**config.mk**
```make
export PLATFORM = sky130hd
export DESIGN_NAME = aaou_mac
export DESIGN_NICKNAME = d
export VERILOG_FILES = /design/src/hw/rtl/aaou_mac.sv
export SDC_FILE = /design/constraint.sdc
export NUM_CORES = 2
export LEC_CHECK = 0
export BUFFER_PORTS_ARGS = -buffer_cell sky130_fd_sc_hd__buf_2
export CORE_MARGIN = 4
export CORE_UTILIZATION = 58
export CTS_BUF_LIST = sky130_fd_sc_hd__clkbuf_8
export CTS_CLUSTER_SIZE = 12
export DETAILED_ROUTE_END_ITERATION = 8
export GPL_TIMING_DRIVEN = 0
export PLACE_DENSITY = 0.76
export SLEW_MARGIN = 10
export SYNTH_ARGS = -nofsm -noshare
export SYNTH_HDL_FRONTEND = slang
export SYNTH_SLANG_ARGS = --single-unit
```
**constraint.sdc**
```tcl
create_clock -name clk -period 14.4 [get_ports clk]
set_clock_uncertainty 0.2 [all_clocks]
set_input_delay 2.88 -clock clk [delete_from_list [all_inputs] [get_ports clk]]
set_output_delay 2.88 -clock clk [all_outputs]
set_load 0.01 [all_outputs]
```
**src/hw/rtl/aaou_mac.sv**
```systemverilog
// Shared multiply-accumulate unit with round, shift and 16-bit saturation.
`default_nettype none
module aaou_mac (
  input  wire logic               clk,
  input  wire logic               clr,
  input  wire logic               en,
  input  wire logic signed [33:0] op_a,
  input  wire logic signed [33:0] op_b,
  input  wire logic [5:0]         shift,
  output logic signed [69:0]      acc,
  output logic signed [15:0]      sat_rnd,
  output logic signed [69:0]      rnd_full
);
  logic signed [69:0] prod_r, acc_r, rsum;
  logic               add_r;

  // register the product, add it to the sum in the following cycle
  always_ff @(posedge clk) begin
    if (en) prod_r <= 70'(op_a) * 70'(op_b);
    add_r <= en;
    if (clr) acc_r <= '0;
    else if (add_r) acc_r <= acc_r + prod_r;
  end

  assign acc = acc_r;
  always_comb begin
    rsum = (shift == 0) ? acc_r : acc_r + (70'sd1 <<< (shift - 1));
    rnd_full = rsum >>> shift;
    if (rnd_full > 70'sd32767) sat_rnd = 16'sh7fff;
    else if (rnd_full < -70'sd32768) sat_rnd = -16'sh8000;
    else sat_rnd = 16'(rnd_full);
  end
endmodule
`default_nettype wire

```
==> summary.md <==
| Metric | Value |
|---|---|
| Filler cell count | `8,881` |
| Clock latency on the worst-skew pair | `0.56 ns` |
| RePlAce Congestion | `between 1 and 1.5` |
| Max FO, Critical Path | `10` |
| Area grow syn2layout | `10.7%` |
| Routed Antenna Nets | `0` |
| Congestion Overflow GR | `0` |
| Failing checks | `DRC, setup timing` |
| Ys flop type | `dfxtp_1` |
| Fmax | `68.5 MHz` |
| Boundary Pins | `around 230` |
| Port bufs | `roughly 210` |
| Multi-input logic area | `roughly 58,000 µm²` |
| Critical Path Source | `shift[0]` |
| R2r endpoint | `acc[66]` |
| Setup CP Type | `input port to output port` |
| Layout cells sized above 1 | `roughly an eighth` |
| CTS tree | `built` |
| Outcome | `complete, but fails checks` |
| Die area | `~120,000 µm²` |
| WHS Endpoint | `acc[1]` |
| Worst slack, placed | `-5.62 ns` |
| Mapped Area | `around 65,000 µm²` |
| Hold Crit Depth | `2` |
| Reg2reg start | `acc[23]` |
| Tcrit/Tclk final | `101%` |
| Initial antenna violation count | `between 40 and 50` |
| Reg2reg path depth | `17` |
| Flop2flop setup slack | `about 7.8 ns` |
| Syn Inst Count | `7,902` |
| Initial drt markers | `between 9,000 and 10,000` |
| DRC viols | `31` |
| CP startpoint kind | `input port` |
| Placed insts | `9,613` |
| Clock tree sinks | `around 140` |
| Reg clk slew, reported paths | `0.06 ns` |
| Least-Margin Pin Slew | `approximately 1.5 ns` |
| Synth Register Bits | `~140` |
| Final hold viol count | `0` |
| Core Region | `between 100,000 and 150,000 µm²` |
| DIE WIDTH | `about 340 µm` |
| Register area share after synthesis | `around 5.3%` |
| Via density | `about 7` |
| Commonest non-fill, non-tap cell in the layout | `fa_1` |
| Vias in the first global route | `around 70,000` |
| Slew headroom | `1.88%` |
| Gr usage total | `between 50% and 60%` |
| Cts bufs inserted | `25` |
| Min-delay src | `acc[1]` |
| Post-route insts no fill | `9,776` |
| Worst hold path type | `register to register` |
| Yosys warning count | `0` |
| Number of synthesized flops with an enable pin | `just under 70` |
| Mean cell area of the mapped netlist | `between 8 and 9 µm²` |
| Minimum clock period | `approximately 15 ns` |
| CP endpoint kind | `output port` |
| Clock root buffer | `clkbuf_8` |
| Async SR Flop Fraction | `0%` |
| CTS Buffer Depth | `3` |
| Slowest CP cell | `buf_1` |
| Arr. time, crit path | `11.51 ns` |
| Final WL | `~330,000 µm` |
| Req. time, crit path | `between 10 and 15 ns` |
| Die H | `344 µm` |
| Reg area | `~3500 µm²` |
| First-pass GRT wire length | `473,000 µm` |
| Max Cap Viol | `0` |
| Worst setup margin | `-0.190 ns` |
| H-tree depth | `4` |
| Initial Util | `58.8%` |
| Drt wl/cell | `34.0 µm` |
| CP peak stage delay | `0.68 ns` |
| Row count | `122` |
| Vias | `between 60,000 and 70,000` |
| Nets | `approximately 10,000` |
| Total iterations of the first detailed-routing run | `9` |
| Post-DP HPWL | `268,000 µm` |
| Pin count of the biggest net entering global routing | `between 50 and 60` |
| Pins Over Slew Limit | `0` |
| Final setup fails | `15` |
| Distinct cell type count after synthesis | `120` |
| Most frequent cells in the layout | `fa_1, inv_1, nand2_1` |
## routing by layer
layer  GRT usage (%)  wire length [µm]
met2            81.5            137000
met1            60.4            102000
met4            53.0             42800
met5               0               225
met3            23.5             49500
## state kept, by name, summed over array words and instances, names as in the netlist
signal and cells:
prod_r 68, acc 70, add_r 1
## stage by stage
step / TNS [ns] / instance area (µm²) / util, % / hold slack [ns]
floorplan: 0 / 65500 / - / 0.345
global placement: -381.37 / 68400 / 61.4 / 0.380
detailed placement: -334.64 / 68600 / 61.5 / 0.430
CTS: 0 / 71500 / 64.2 / 0.446
global route: -0.785 / 72400 / 65.0 / 0.463
finish: -2.48 / 72500 / 65.1 / 0.446
## how the worst max path moves through the flow
stage	cells after the start	slack [ns]	endpoint
after global routing	35	-0.08	sat_rnd[1]
final	31	-0.19	sat_rnd[6]
after floorplan	32	0.02	sat_rnd[10]
after global placement	33	-6.52	sat_rnd[1]
after detailed placement	33	-5.62	sat_rnd[1]
after CTS	36	0.003	sat_rnd[14]
## layout make-up
type,instances,share of cell area (%)
clock inverter,5,0.102
clock buffer,27,0.513
antenna,35,0.121
multi-input combinational,6064,79.4
inverter,1242,6.44
sequential,139,4.78
buffer,455,3.18
tap,1488,2.57
timing repair buffer,321,2.88
## logic make-up (layout without fill, tap and decap cells)
| group | Yosys count | in the layout | share of synthesized area, % |
|---|---|---|---|
| compound gates | 1472 | 1472 | 15.2 |
| xor+xnor | 160 | 160 | 2.14 |
| fa+ha+maj | 1587 | 1587 | 44.6 |
| buf+inv | 1703 | 2050 | 9.97 |
| flops | 139 | 139 | 5.29 |
| mux | 187 | 187 | 3.53 |
| other cells | 1 | 40 | 0.00573 |
| simple gates | 2653 | 2653 | 19.3 |
## repair_timing
action,CTS,global route
setup buffers,70,32
endpoints found under the setup margin,86,16
gates resized for setup,497,196
cloned,0,0
hold buffers,0,0
pin swaps,56,33
## cells in the mapped netlist (all sizes together), types with 25 or more instances
master	n	share of area (%)
a211oi	68	0.82
a21o	131	1.5
a21oi	353	2.7
a31oi	84	0.87
and2	393	3.8
and3	51	0.49
and4	31	0.41
buf	110	0.83
clkbuf	351	2.0
dfxtp	71	2.2
edfxtp	68	3.1
fa	1243	38
ha	344	6.6
inv	1242	7.1
mux2	40	0.69
mux2i	116	1.8
mux4	31	1.1
nand2	1116	6.4
nand2b	72	0.69
nand3	136	1.1
nand4	87	0.83
nor2	459	2.7
nor2b	29	0.28
nor3	122	0.94
nor4	40	0.42
o211ai	58	0.67
o21a	54	0.62
o21ai	294	2.3
o22ai	31	0.30
o31ai	42	0.50
or2	25	0.24
or3	37	0.35
xnor2	121	1.6
xor2	39	0.52
## worst max-delay path: cells and delay by family
family / cells / cell delay, ns
buffers and inverters: 9 / 2.12
AND/OR/NAND/NOR: 8 / 2.34
multiplexers: 1 / 0.30
adder cells (fa/ha/maj): 1 / 0.34
XOR/XNOR: 1 / 0.29
AO/OA/AOI/OAI: 11 / 3.18
Power is left out: the tool's default activity adds up to more than one toggle a clock period on the data nets, which glitch-free logic cannot reach.
