`src/hw/rtl/aaou_pkg.sv`:
```
// Shared types and constants for the axis-angle orientation update block.
`default_nettype none
package aaou_pkg;
  localparam int CORDIC_Q = 30;
  localparam logic signed [31:0] CORDIC_GAIN = 32'sd652032874;

  typedef logic signed [15:0] ent_t;

  typedef struct packed {
    logic       req_type;
    ent_t       axis_x;
    ent_t       axis_y;
    ent_t       axis_z;
    logic [15:0] turn_angle;
    logic [1:0] row_index;
    ent_t       load_x;
    ent_t       load_y;
    ent_t       load_z;
  } req_t;

  typedef struct packed {
    ent_t m11; ent_t m12; ent_t m13;
    ent_t m21; ent_t m22; ent_t m23;
    ent_t m31; ent_t m32; ent_t m33;
  } res_t;

  // CORDIC start/done handshake between top and rotator
  typedef struct packed {
    logic start;
    logic done;
  } cordic_ctl_t;

  function automatic logic signed [31:0] atan_lut(input logic [5:0] i);
    logic signed [31:0] v;
    begin
      case (i)
        6'd0: v = 32'sd536870912;  6'd1: v = 32'sd316933406;
        6'd2: v = 32'sd167458907;  6'd3: v = 32'sd85004756;
        6'd4: v = 32'sd42667331;   6'd5: v = 32'sd21354465;
        6'd6: v = 32'sd10679838;   6'd7: v = 32'sd5340245;
        6'd8: v = 32'sd2670163;    6'd9: v = 32'sd1335087;
        6'd10: v = 32'sd667544;    6'd11: v = 32'sd333772;
        6'd12: v = 32'sd166886;    6'd13: v = 32'sd83443;
        6'd14: v = 32'sd41722;     6'd15: v = 32'sd20861;
        6'd16: v = 32'sd10430;     6'd17: v = 32'sd5215;
        6'd18: v = 32'sd2608;      6'd19: v = 32'sd1304;
        6'd20: v = 32'sd652;       6'd21: v = 32'sd326;
        6'd22: v = 32'sd163;       6'd23: v = 32'sd81;
        6'd24: v = 32'sd41;        6'd25: v = 32'sd20;
        6'd26: v = 32'sd10;        6'd27: v = 32'sd5;
        6'd28: v = 32'sd3;         6'd29: v = 32'sd1;
        6'd30: v = 32'sd1;
        default: v = 32'sd0;
      endcase
      return v;
    end
  endfunction
endpackage
`default_nettype wire

```
`src/hw/rtl/aaou_cordic.sv`:
```
// Iterative CORDIC producing rounded cosine and sine of a turn fraction.
`default_nettype none
module aaou_cordic import aaou_pkg::*; #(
  parameter int FRAC_BITS    = 14,
  parameter int CORDIC_STEPS = 16
) (
  input  wire logic        clk,
  input  wire logic        rst_n,
  input  wire logic        start,
  input  wire logic [15:0] angle,
  output logic             done,
  output logic signed [FRAC_BITS+1:0] cos_o,
  output logic signed [FRAC_BITS+1:0] sin_o
);
  localparam int SW = $clog2(CORDIC_STEPS + 1);
  localparam int RS = CORDIC_Q - FRAC_BITS;

  logic signed [33:0] x_r, y_r, z_r;
  logic [SW-1:0]      i_r;
  logic               busy_r;
  logic [1:0]         q_r;
  logic signed [33:0] dx, dy, a, cc, ss;
  logic signed [34:0] cr, sr;

  always_comb begin
    dx = y_r >>> i_r;
    dy = x_r >>> i_r;
    a  = (i_r < 32) ? 34'(atan_lut(6'(i_r))) : '0;
    case (q_r)
      2'd0: begin cc = x_r;  ss = y_r;  end
      2'd1: begin cc = -y_r; ss = x_r;  end
      2'd2: begin cc = -x_r; ss = -y_r; end
      default: begin cc = y_r; ss = -x_r; end
    endcase
    cr = (35'(cc) + (35'sd1 <<< (RS - 1))) >>> RS;
    sr = (35'(ss) + (35'sd1 <<< (RS - 1))) >>> RS;
  end

  assign done  = busy_r && (32'(i_r) == CORDIC_STEPS);
  assign cos_o = (FRAC_BITS+2)'(cr);
  assign sin_o = (FRAC_BITS+2)'(sr);

  always_ff @(posedge clk) begin
    if (!rst_n) begin
      busy_r <= 1'b0;
      i_r    <= '0;
    end else if (start) begin
      busy_r <= 1'b1;
      i_r    <= '0;
      x_r    <= 34'(CORDIC_GAIN);
      y_r    <= '0;
      z_r    <= 34'({angle[13:0], 16'h0000});
      q_r    <= angle[15:14];
    end else if (done) begin
      busy_r <= 1'b0;
    end else if (busy_r) begin
      i_r <= i_r + 1'b1;
      if (!z_r[33]) begin
        x_r <= x_r - dx; y_r <= y_r + dy; z_r <= z_r - a;
      end else begin
        x_r <= x_r + dx; y_r <= y_r - dy; z_r <= z_r + a;
      end
    end
  end
endmodule
`default_nettype wire

```
`config.mk`:
```
export PLATFORM = sky130hd
export DESIGN_NAME = aaou_cordic
export DESIGN_NICKNAME = d
export VERILOG_FILES = /design/src/hw/rtl/aaou_pkg.sv /design/src/hw/rtl/aaou_cordic.sv
export SDC_FILE = /design/constraint.sdc
export NUM_CORES = 1
export LEC_CHECK = 0
export ABC_CLOCK_PERIOD_IN_PS = 9300
export BUFFER_PORTS_ARGS = -buffer_cell sky130_fd_sc_hd__buf_2
export CORE_MARGIN = 8
export CORE_UTILIZATION = 38
export CTS_BUF_LIST = sky130_fd_sc_hd__clkbuf_4 sky130_fd_sc_hd__clkbuf_8 sky130_fd_sc_hd__clkbuf_16
export DETAILED_ROUTE_END_ITERATION = 6
export PLACE_DENSITY = 0.56
export SYNTH_ARGS = -nofsm -noshare
export SYNTH_HDL_FRONTEND = slang
export SYNTH_SLANG_ARGS = --single-unit
```
`constraint.sdc`:
```
create_clock -name clk -period 9.3 [get_ports clk]
set_input_delay 0.93 -clock clk [delete_from_list [all_inputs] [get_ports clk]]
set_output_delay 0.93 -clock clk [all_outputs]
set_load 0.005 [all_outputs]
```
==> reports/results.txt, run 1 <==
The flow ran to the end, and the final reports show no timing, DRC or antenna violations. For the via count of the first global-routing pass, the log shows 17,394. Of all cell types, the one taking the most synthesized area is sky130_fd_sc_hd__edfxtp_1. The run gives 21.5% as the headroom to the max-slew limit.

Clock period minus worst slack: 7.48 ns. Summed over all cells, the static leakage comes to 8.03 nW. The number of gates resized after CTS was 0. The pin count of the biggest net entering global routing is 69. The number of buffers inserted for hold repair after clock tree synthesis is 0, and the maximum clock rate is 134 MHz. Sorting the synthesized cells by how often they occur yields sky130_fd_sc_hd__nor2_1 (257), sky130_fd_sc_hd__nand2_1 (192), sky130_fd_sc_hd__a21oi_1 (180).

The type of the worst min-delay path is input pin to flip-flop. The floorplan step defined a die boundary enclosing 58,200 µm². For the final-report setup violation count, the log shows 0. In this run, the number of DRC markers left after iteration 0 of detailed routing was 1,547. The final layout contains routed wiring with a total length of 66.5 mm.

Maximum buffer depth of the clock tree: 2. The mean area per synthesized cell was 8.34 µm². The tools report the initial antenna violation count as 1.

For the clock skew after layout, the log shows 0.0173 ns. The final clock period utilization by the worst path is 80.4%. The worst setup path is captured at a flip-flop.

The finished cells cover 20,500 µm². The count of placed standard cells in the final layout, fillers left out is 2,946, and the count of input and output buffers is 51. Detailed routing inserted a total of 18,195 vias. Number of iterations in the first detailed-routing pass: 6.

For the worst-skew pair, the clock arrives at the later sink with an insertion delay of 0.50 ns. Clock-pin slew was measured on the worst setup and hold paths at 0.06 ns. For this configuration, the core starts out at a cell density of 38.5%.

The final hold violation count is 0. The share of cells above drive strength 1 came out at 11.4%. For this run, the total global-route usage over all layers was measured as 22.8%. IR analysis of the VDD net gives a maximum drop of 0.140 mV. The final count of pins violating max slew is 0, and the combined flip-flop and latch cell area is 3850 µm².

The endpoint of the lowest-slack register-to-register path was y_r[33]. Sequential elements use 19.9% of the synthesized area. The path with the worst hold slack has its endpoint at q_r[1]. By instance count, the leading cell after synthesis is sky130_fd_sc_hd__nor2_1. The net count of the finished layout is 2,396. The tools report the multi-input combinational cell area as 14,500 µm². Of all flip-flops after synthesis, the portion carrying an async set or reset was 0%.

The mapped netlist covers 19,300 µm². The cell sitting at the root of the clock tree is a sky130_fd_sc_hd__clkbuf_16. 52 I/O pins were placed. The post-detailed-route via-to-cell ratio came out at 6.18. The setup total negative slack was 0 ns; the die height was 241 µm.

For the remaining global-route overflow, the log shows 0. For the number of unique standard cell types used by synthesis, the log shows 98. For this run, the leading register cell type out of synthesis is sky130_fd_sc_hd__edfxtp_1.

The tools report the synthesized net count as 2,449. For the worst reg-to-reg setup slack, the log shows 1.82 ns. The number of cells on the worst reg-to-reg path was 21; the count of yosys warnings during synthesis was 0. Across the run, the number of max-cap violations was 0. The area added between synthesis and finish was 6.20%; the worst-path maximum fanout was 49. The kind of critical path was flip-flop to flip-flop. By area the synthesized netlist is led by sky130_fd_sc_hd__edfxtp_1 (16%), sky130_fd_sc_hd__mux4_2 (9.5%), sky130_fd_sc_hd__ha_1 (7.3%). Critical path startpoint category: a flip-flop. The placed instances occupy a cell area of 19,900 µm². Synthesized flop and latch total: 140.

The logs give 82 for the cell row count and 9.53 ns for the required time reported for the critical path endpoint. The total area inside the core boundary comes to 50,200 µm². Data arrives at the worst endpoint at 7.71 ns. The first global-routing pass estimated 103 mm of wire.

Counting every sink on the clock net gives 140. Actual slew at the worst max-slew pin: 1.17 ns. Final hold analysis gives a worst-case slack of 0.622 ns. In this run the most critical hold path is launched from angle[15]. From left edge to right edge, the die measures 241 µm. Counting the buffers created by CTS gives 17.

After clock tree synthesis, the setup repair step added 0 buffers. In the final routed layout, each cell accounts on average for 22.6 µm. The weighted congestion at the end of routability-driven global placement is 0.965, and the number of flops mapped to enable cells by yosys is 104. Minimum setup slack after placement: 1.82 ns. Setup repair after global routing left no endpoint under its margin. TritonCTS built the clock tree.

The tools report the start of the worst register-to-register path as i_r[0]. The number of remaining DRC errors came out at 0. The cell count after synthesis came out at 2,314.

Proportion of netlist area held by the largest area contributor: 16.2%. The wire-length estimate of the detail-placed layout is 49.2 mm. After filler insertion, the fill cell instance count of the layout stands at 4,974. The number of placed instances, taps included, is 2,914. The clock tree synthesis step divided the H-tree into 4 levels.

The tools report the antenna diode instance count as 0. The cell depth of the worst hold path came out at 1. The power per cell area was 269 nW/µm²; the least setup slack across all paths after layout was 1.82 ns.

The run gives 0 as the post-detailed-route count of antenna-violating nets.
==> routing by layer <==
layer | global-route usage [%] | up-vias | part of all wire (%)
li1 | - | 8539 | -
met1 | 30.8 | 8752 | 45
met2 | 34.7 | 757 | 44
met3 | 4.99 | 147 | 7.6
met4 | 9.83 | 0 | 3.6
met5 | 0 | - | 0
==> worst max-delay path, cell delays in order, from the launching register on <==
cell and delay, ns:
sky130_fd_sc_hd__dfxtp_4 0.78, sky130_fd_sc_hd__buf_4 0.69, sky130_fd_sc_hd__mux4_2 0.62, sky130_fd_sc_hd__a221oi_1 0.27, sky130_fd_sc_hd__nor2_1 0.09, sky130_fd_sc_hd__a311oi_2 0.34, sky130_fd_sc_hd__ha_1 0.34, sky130_fd_sc_hd__and3_1 0.24
sky130_fd_sc_hd__nor4b_1 0.54, sky130_fd_sc_hd__and2_1 0.26, sky130_fd_sc_hd__a21oi_1 0.09, sky130_fd_sc_hd__xnor2_1 0.21, sky130_fd_sc_hd__ha_1 0.30, sky130_fd_sc_hd__a211oi_1 0.45, sky130_fd_sc_hd__nand3_1 0.14, sky130_fd_sc_hd__a2111oi_0 0.57
sky130_fd_sc_hd__nand4b_1 0.25, sky130_fd_sc_hd__a41oi_1 0.18, sky130_fd_sc_hd__a41o_1 0.30, sky130_fd_sc_hd__o41a_1 0.33, sky130_fd_sc_hd__xnor2_1 0.14, sky130_fd_sc_hd__nor2_1 0.05
==> sequential cells by signal (all words and copies together) (netlist names) <==
signal	cells
x_r	34
y_r	34
z_r	34
a	30
i_r	5
q_r	2
busy_r	1
==> report_power, final <==
part           switching (mW)  internal, mW
registers               0.409         0.888
logic                    1.98          1.56
clock network           0.322         0.348
total                    2.71          2.79
==> cell families (layout without fill, tap and decap cells) <==
logic type | count (synthesis) | count (layout) | share of synthesized area, %
AOI/OAI and AO/OA | 641 | 641 | 22.0
xor gates and xnor gates | 260 | 260 | 11.9
adders and majority gates | 117 | 117 | 7.69
buffers and inverters | 220 | 180 | 4.95
DFF | 140 | 140 | 19.9
muxes | 176 | 176 | 14.5
and+or+nand+nor | 760 | 760 | 19.1
==> cell type report <==
class | count | share of cell area, %
timing repair buffer | 79 | 2.28
inverter | 69 | 1.26
tap | 672 | 4.10
clock buffer | 17 | 2.08
sequential | 140 | 18.8
clock inverter | 15 | 0.629
multi-input combinational | 1954 | 70.8
==> worst max-delay path by stage <==
stage                     startpoint  endpoint  slack [ns]  cells past startpoint
after global placement        i_r[0]   y_r[33]        2.07                     21
after global routing          i_r[0]   y_r[33]        1.17                     21
after CTS                     i_r[0]   y_r[33]        1.79                     21
after detailed placement      i_r[0]   y_r[33]        1.82                     21
final                         i_r[0]   y_r[33]        1.82                     21
after floorplan               i_r[0]    x_r[0]        2.27                      9
==> placed cells by master, fill, tap and decap left out, drive strengths merged, types with 11 or more instances in the layout <==
master | Yosys | final
a211oi | 21 | 21
a21o | 55 | 55
a21oi | 181 | 181
a31oi | 34 | 34
a41oi | 11 | 11
and2 | 33 | 33
and3 | 22 | 22
buf | 69 | 79
clkbuf | 82 | 17
dfxtp | 36 | 36
edfxtp | 104 | 104
ha | 113 | 113
inv | 68 | 75
mux2 | 26 | 26
mux2i | 69 | 69
mux4 | 81 | 81
nand2 | 192 | 192
nand2b | 29 | 29
nand3 | 47 | 47
nand4 | 25 | 25
nor2 | 258 | 258
nor2b | 27 | 27
nor3 | 40 | 40
nor4 | 25 | 25
o211ai | 12 | 12
o21a | 18 | 18
o21ai | 125 | 125
o21bai | 15 | 15
o22ai | 16 | 16
o31ai | 16 | 16
or3 | 12 | 12
xnor2 | 133 | 133
xor2 | 126 | 126
==> per-stage QoR <==
| stage | util [%] | total power [mW] |
|---|---|---|
| final | 40.8 | 5.51 |
| after global routing | 40.8 | 5.94 |
| after CTS | 40.8 | 5.49 |
| after detailed placement | 39.7 | 4.78 |
| after global placement | 39.7 | 4.75 |
| after floorplan | - | 3.85 |
Note: power is estimated with default switching activity, not from simulation.
==> run 2, diff against run 1 <==
--- a/config.mk
+++ b/config.mk
@@ -5,7 +5,7 @@
 export SDC_FILE = /design/constraint.sdc
 export NUM_CORES = 1
 export LEC_CHECK = 0
-export ABC_CLOCK_PERIOD_IN_PS = 9300
+export ABC_CLOCK_PERIOD_IN_PS = 6500
 export BUFFER_PORTS_ARGS = -buffer_cell sky130_fd_sc_hd__buf_2
 export CORE_MARGIN = 8
 export CORE_UTILIZATION = 38
==> constraint.sdc (replaced) <==
create_clock -name clk -period 6.5 [get_ports clk]
set_input_delay 0.65 -clock clk [delete_from_list [all_inputs] [get_ports clk]]
set_output_delay 0.65 -clock clk [all_outputs]
set_load 0.005 [all_outputs]
==> reports/results.txt, run 2 (same netlist as run 1, synthesis figures left out) <==
Counting along the longest clock path gives a buffer depth of 2. Buffer cell driving the clock tree root: sky130_fd_sc_hd__clkbuf_16. The worst setup path is of the flip-flop to flip-flop kind. The die outline area came out at 58,200 µm². Derived from the worst setup path, the maximum achievable clock frequency is 163 MHz. Using the TritonRoute via totals, the vias-per-cell ratio works out to 6.20. After detailed routing, the average wire length per cell comes to 22.8 µm. After legalization and detailed placement, the total HPWL measured 53.0 mm.

The power per cell area is 384 nW/µm². The final count of pins violating max slew is 0. Across the VDD grid, the largest voltage drop is 0.223 mV. The first global-routing pass estimated 107 mm of wire.

During placement, the flow inserted port buffers numbering 51. The weighted congestion at the end of routability-driven global placement was 1.05; the initial antenna violation count was 3. In the layout the commonest cells are sky130_fd_sc_hd__nor2_1 (257), sky130_fd_sc_hd__nand2_1 (192), sky130_fd_sc_hd__a21oi_1 (180). For this run, the post-layout net count is 2,492. Multi-input combinational cell area: 14,600 µm². The sort of element at the end of the critical path is a flip-flop. In this run the worst path has a maximum fanout of 18.

The final clock period utilization by the worst path was 94.5%. The remaining global-route overflow is 0, and the number of top-level design ports is 52. Max-cap violations in this run came to 0. On the final layout, the worst clock skew is 0.0146 ns.

At the worst endpoint, the arrival time is 6.38 ns. Global routing used 36.1% of the available met2 tracks. The required time reported for the critical path endpoint is 6.73 ns, and the final hold violation count is 0.

The run gives 0 ns as the setup total negative slack. Setup repair after global routing left no endpoint under its margin. Combined flip-flop and latch cell area: 3860 µm².

Met1 usage: 31.7%. The largest registers in the layout are x_r: 34 flops, y_r: 34 flops, z_r: 34 flops. The largest individual stage delay along the critical path comes from the cell sky130_fd_sc_hd__nor2b_1. The clock period could shrink to 6.14 ns. The total wire length was 69.3 mm; the die height was 241 µm. Number of iterations in the first detailed-routing pass: 7.

For the via count of the first global-routing pass, the log shows 17,931. For this run, global-route usage on met3 was measured as 4.04%. For the static leakage, the log shows 8.56 nW.

The run gives 38.5% as the initial core utilization. The path class of the tightest hold or removal check is input pin to flip-flop. Leading cell type in the layout, fill and taps excluded: sky130_fd_sc_hd__nor2_1. After global routing, the most crowded layer is met2. For this block, the via count after detailed routing is 18,870. CTS built an H-tree with a depth of 4. The pin count of the biggest net entering global routing was 101; the actual slew at the worst max-slew pin was 1.02 ns. The critical path startpoint category is a flip-flop. The clock sink count was 140; the area of the core region was 50,200 µm².

The antenna diode instance count is 0, and the largest incremental delay on the critical path is 0.69 ns. The die is 241 µm wide. The cell repeated most along the worst path is sky130_fd_sc_hd__buf_4.

For the sum of internal, switching and leakage power, the log shows 8.21 mW. After clock tree synthesis, the clock-pin slew on the worst setup and hold paths is 0.08 ns. For the number of remaining DRC errors, the log shows 0. The final-report setup violation count came out at 0. TritonCTS built the clock tree.

The later pin in the worst-skew pair is clocked with a latency of 0.49 ns. Area added between synthesis and finish: 10.7%. The number of buffers inserted for hold repair after clock tree synthesis was 0.

Detailed router's first-iteration violation count: 1,869. The critical path goes through buf_4, nor2b_1, a2bb2oi_1, o211ai_2, nand4b_1, buf_4, nor4_4, and2_1, a21oi_1, xnor2_1, ha_1, a211oi_1, buf_4, nand3_1, a2111oi_1, buf_4, nand4b_1, a41oi_1, a41o_1, o41a_1, xnor2_1, nor2_1. In this run the remaining antenna-violating nets after routing total 0. The share of cells above drive strength 1 was 15.2%. For the headroom to the max-slew limit, the log shows 32.0%. The run finished with clean final reports. Buffers inserted during clock tree synthesis total 17. Fill cells in the final layout number 4,953.

In this run the core area contains 82 standard-cell rows. The global routing usage summed across all routing layers was 23.6%.
==> run 2: per-layer routing <==
| layer | vias to the layer above | routed length, µm |
|---|---|---|
| met4 | 0 | 3280 |
| li1 | 8711 | - |
| met3 | 143 | 5350 |
| met2 | 884 | 30600 |
| met1 | 9132 | 30100 |
| met5 | - | 0 |
==> run 2: layout make-up <==
class	instances	area share (%)
multi-input combinational	1954	68.1
sequential	140	18.1
timing repair buffer	175	5.89
tap	672	3.94
clock buffer	18	2.06
inverter	69	1.23
clock inverter	14	0.680
==> run 2: through the flow <==
stage | hold slack (ns) | setup slack [ns] | std cells | utilization (%) | instance area, µm²
2_1_floorplan | 0.622 | 0.764 | 2314 | - | 19300
4_1_cts | 0.294 | 0.177 | 3031 | 42.3 | 21200
3_5_place_dp | 0.646 | 0.0496 | 2999 | 41.1 | 20600
5_1_grt | 0.312 | 0.00776 | 3042 | 42.6 | 21400
3_3_place_gp | 0.647 | 0.223 | 2999 | 41.1 | 20600
6_report | 0.336 | 0.359 | 3042 | 42.6 | 21400
==> run 2: power breakdown <==
part / switching, mW / leakage [nW] / internal, mW / total, mW
Combinational: 3.13 / 6.98 / 2.41 / 5.54
Clock: 0.492 / 0.292 / 0.522 / 1.01
Sequential: 0.387 / 1.29 / 1.27 / 1.66
Total: 4.01 / 8.56 / 4.20 / 8.21
==> run 2: final timing paths <==
| kind | to | from | cells after the start | slack, ns |
|---|---|---|---|---|
| worst max-delay path | y_r[33] | i_r[3] | 22 | 0.36 |
| worst min-delay path | q_r[0] | angle[14] | 1 | 0.34 |
| worst max register to register | y_r[33] | i_r[3] | 22 | 0.36 |
| worst min register to register | z_r[0] | z_r[0] | 2 | 0.67 |
==> run 2: repair_timing <==
item / in CTS / in global routing
cloned: 0 / 0
resized for setup: 1 / 8
setup endpoints to repair: 1 / 11
buffers inserted: 0 / 11
==> run 2: critical path, delay by kind of cell, from the launching register on <==
| kind | cells | cell delay, ns |
|---|---|---|
| buffers and inverters | 4 | 0.93 |
| AOI/OAI and AO/OA | 8 | 1.89 |
| xor gates and xnor gates | 2 | 0.33 |
| adders and majority gates | 1 | 0.22 |
| DFF | 1 | 0.67 |
| and+or+nand+nor | 7 | 1.82 |
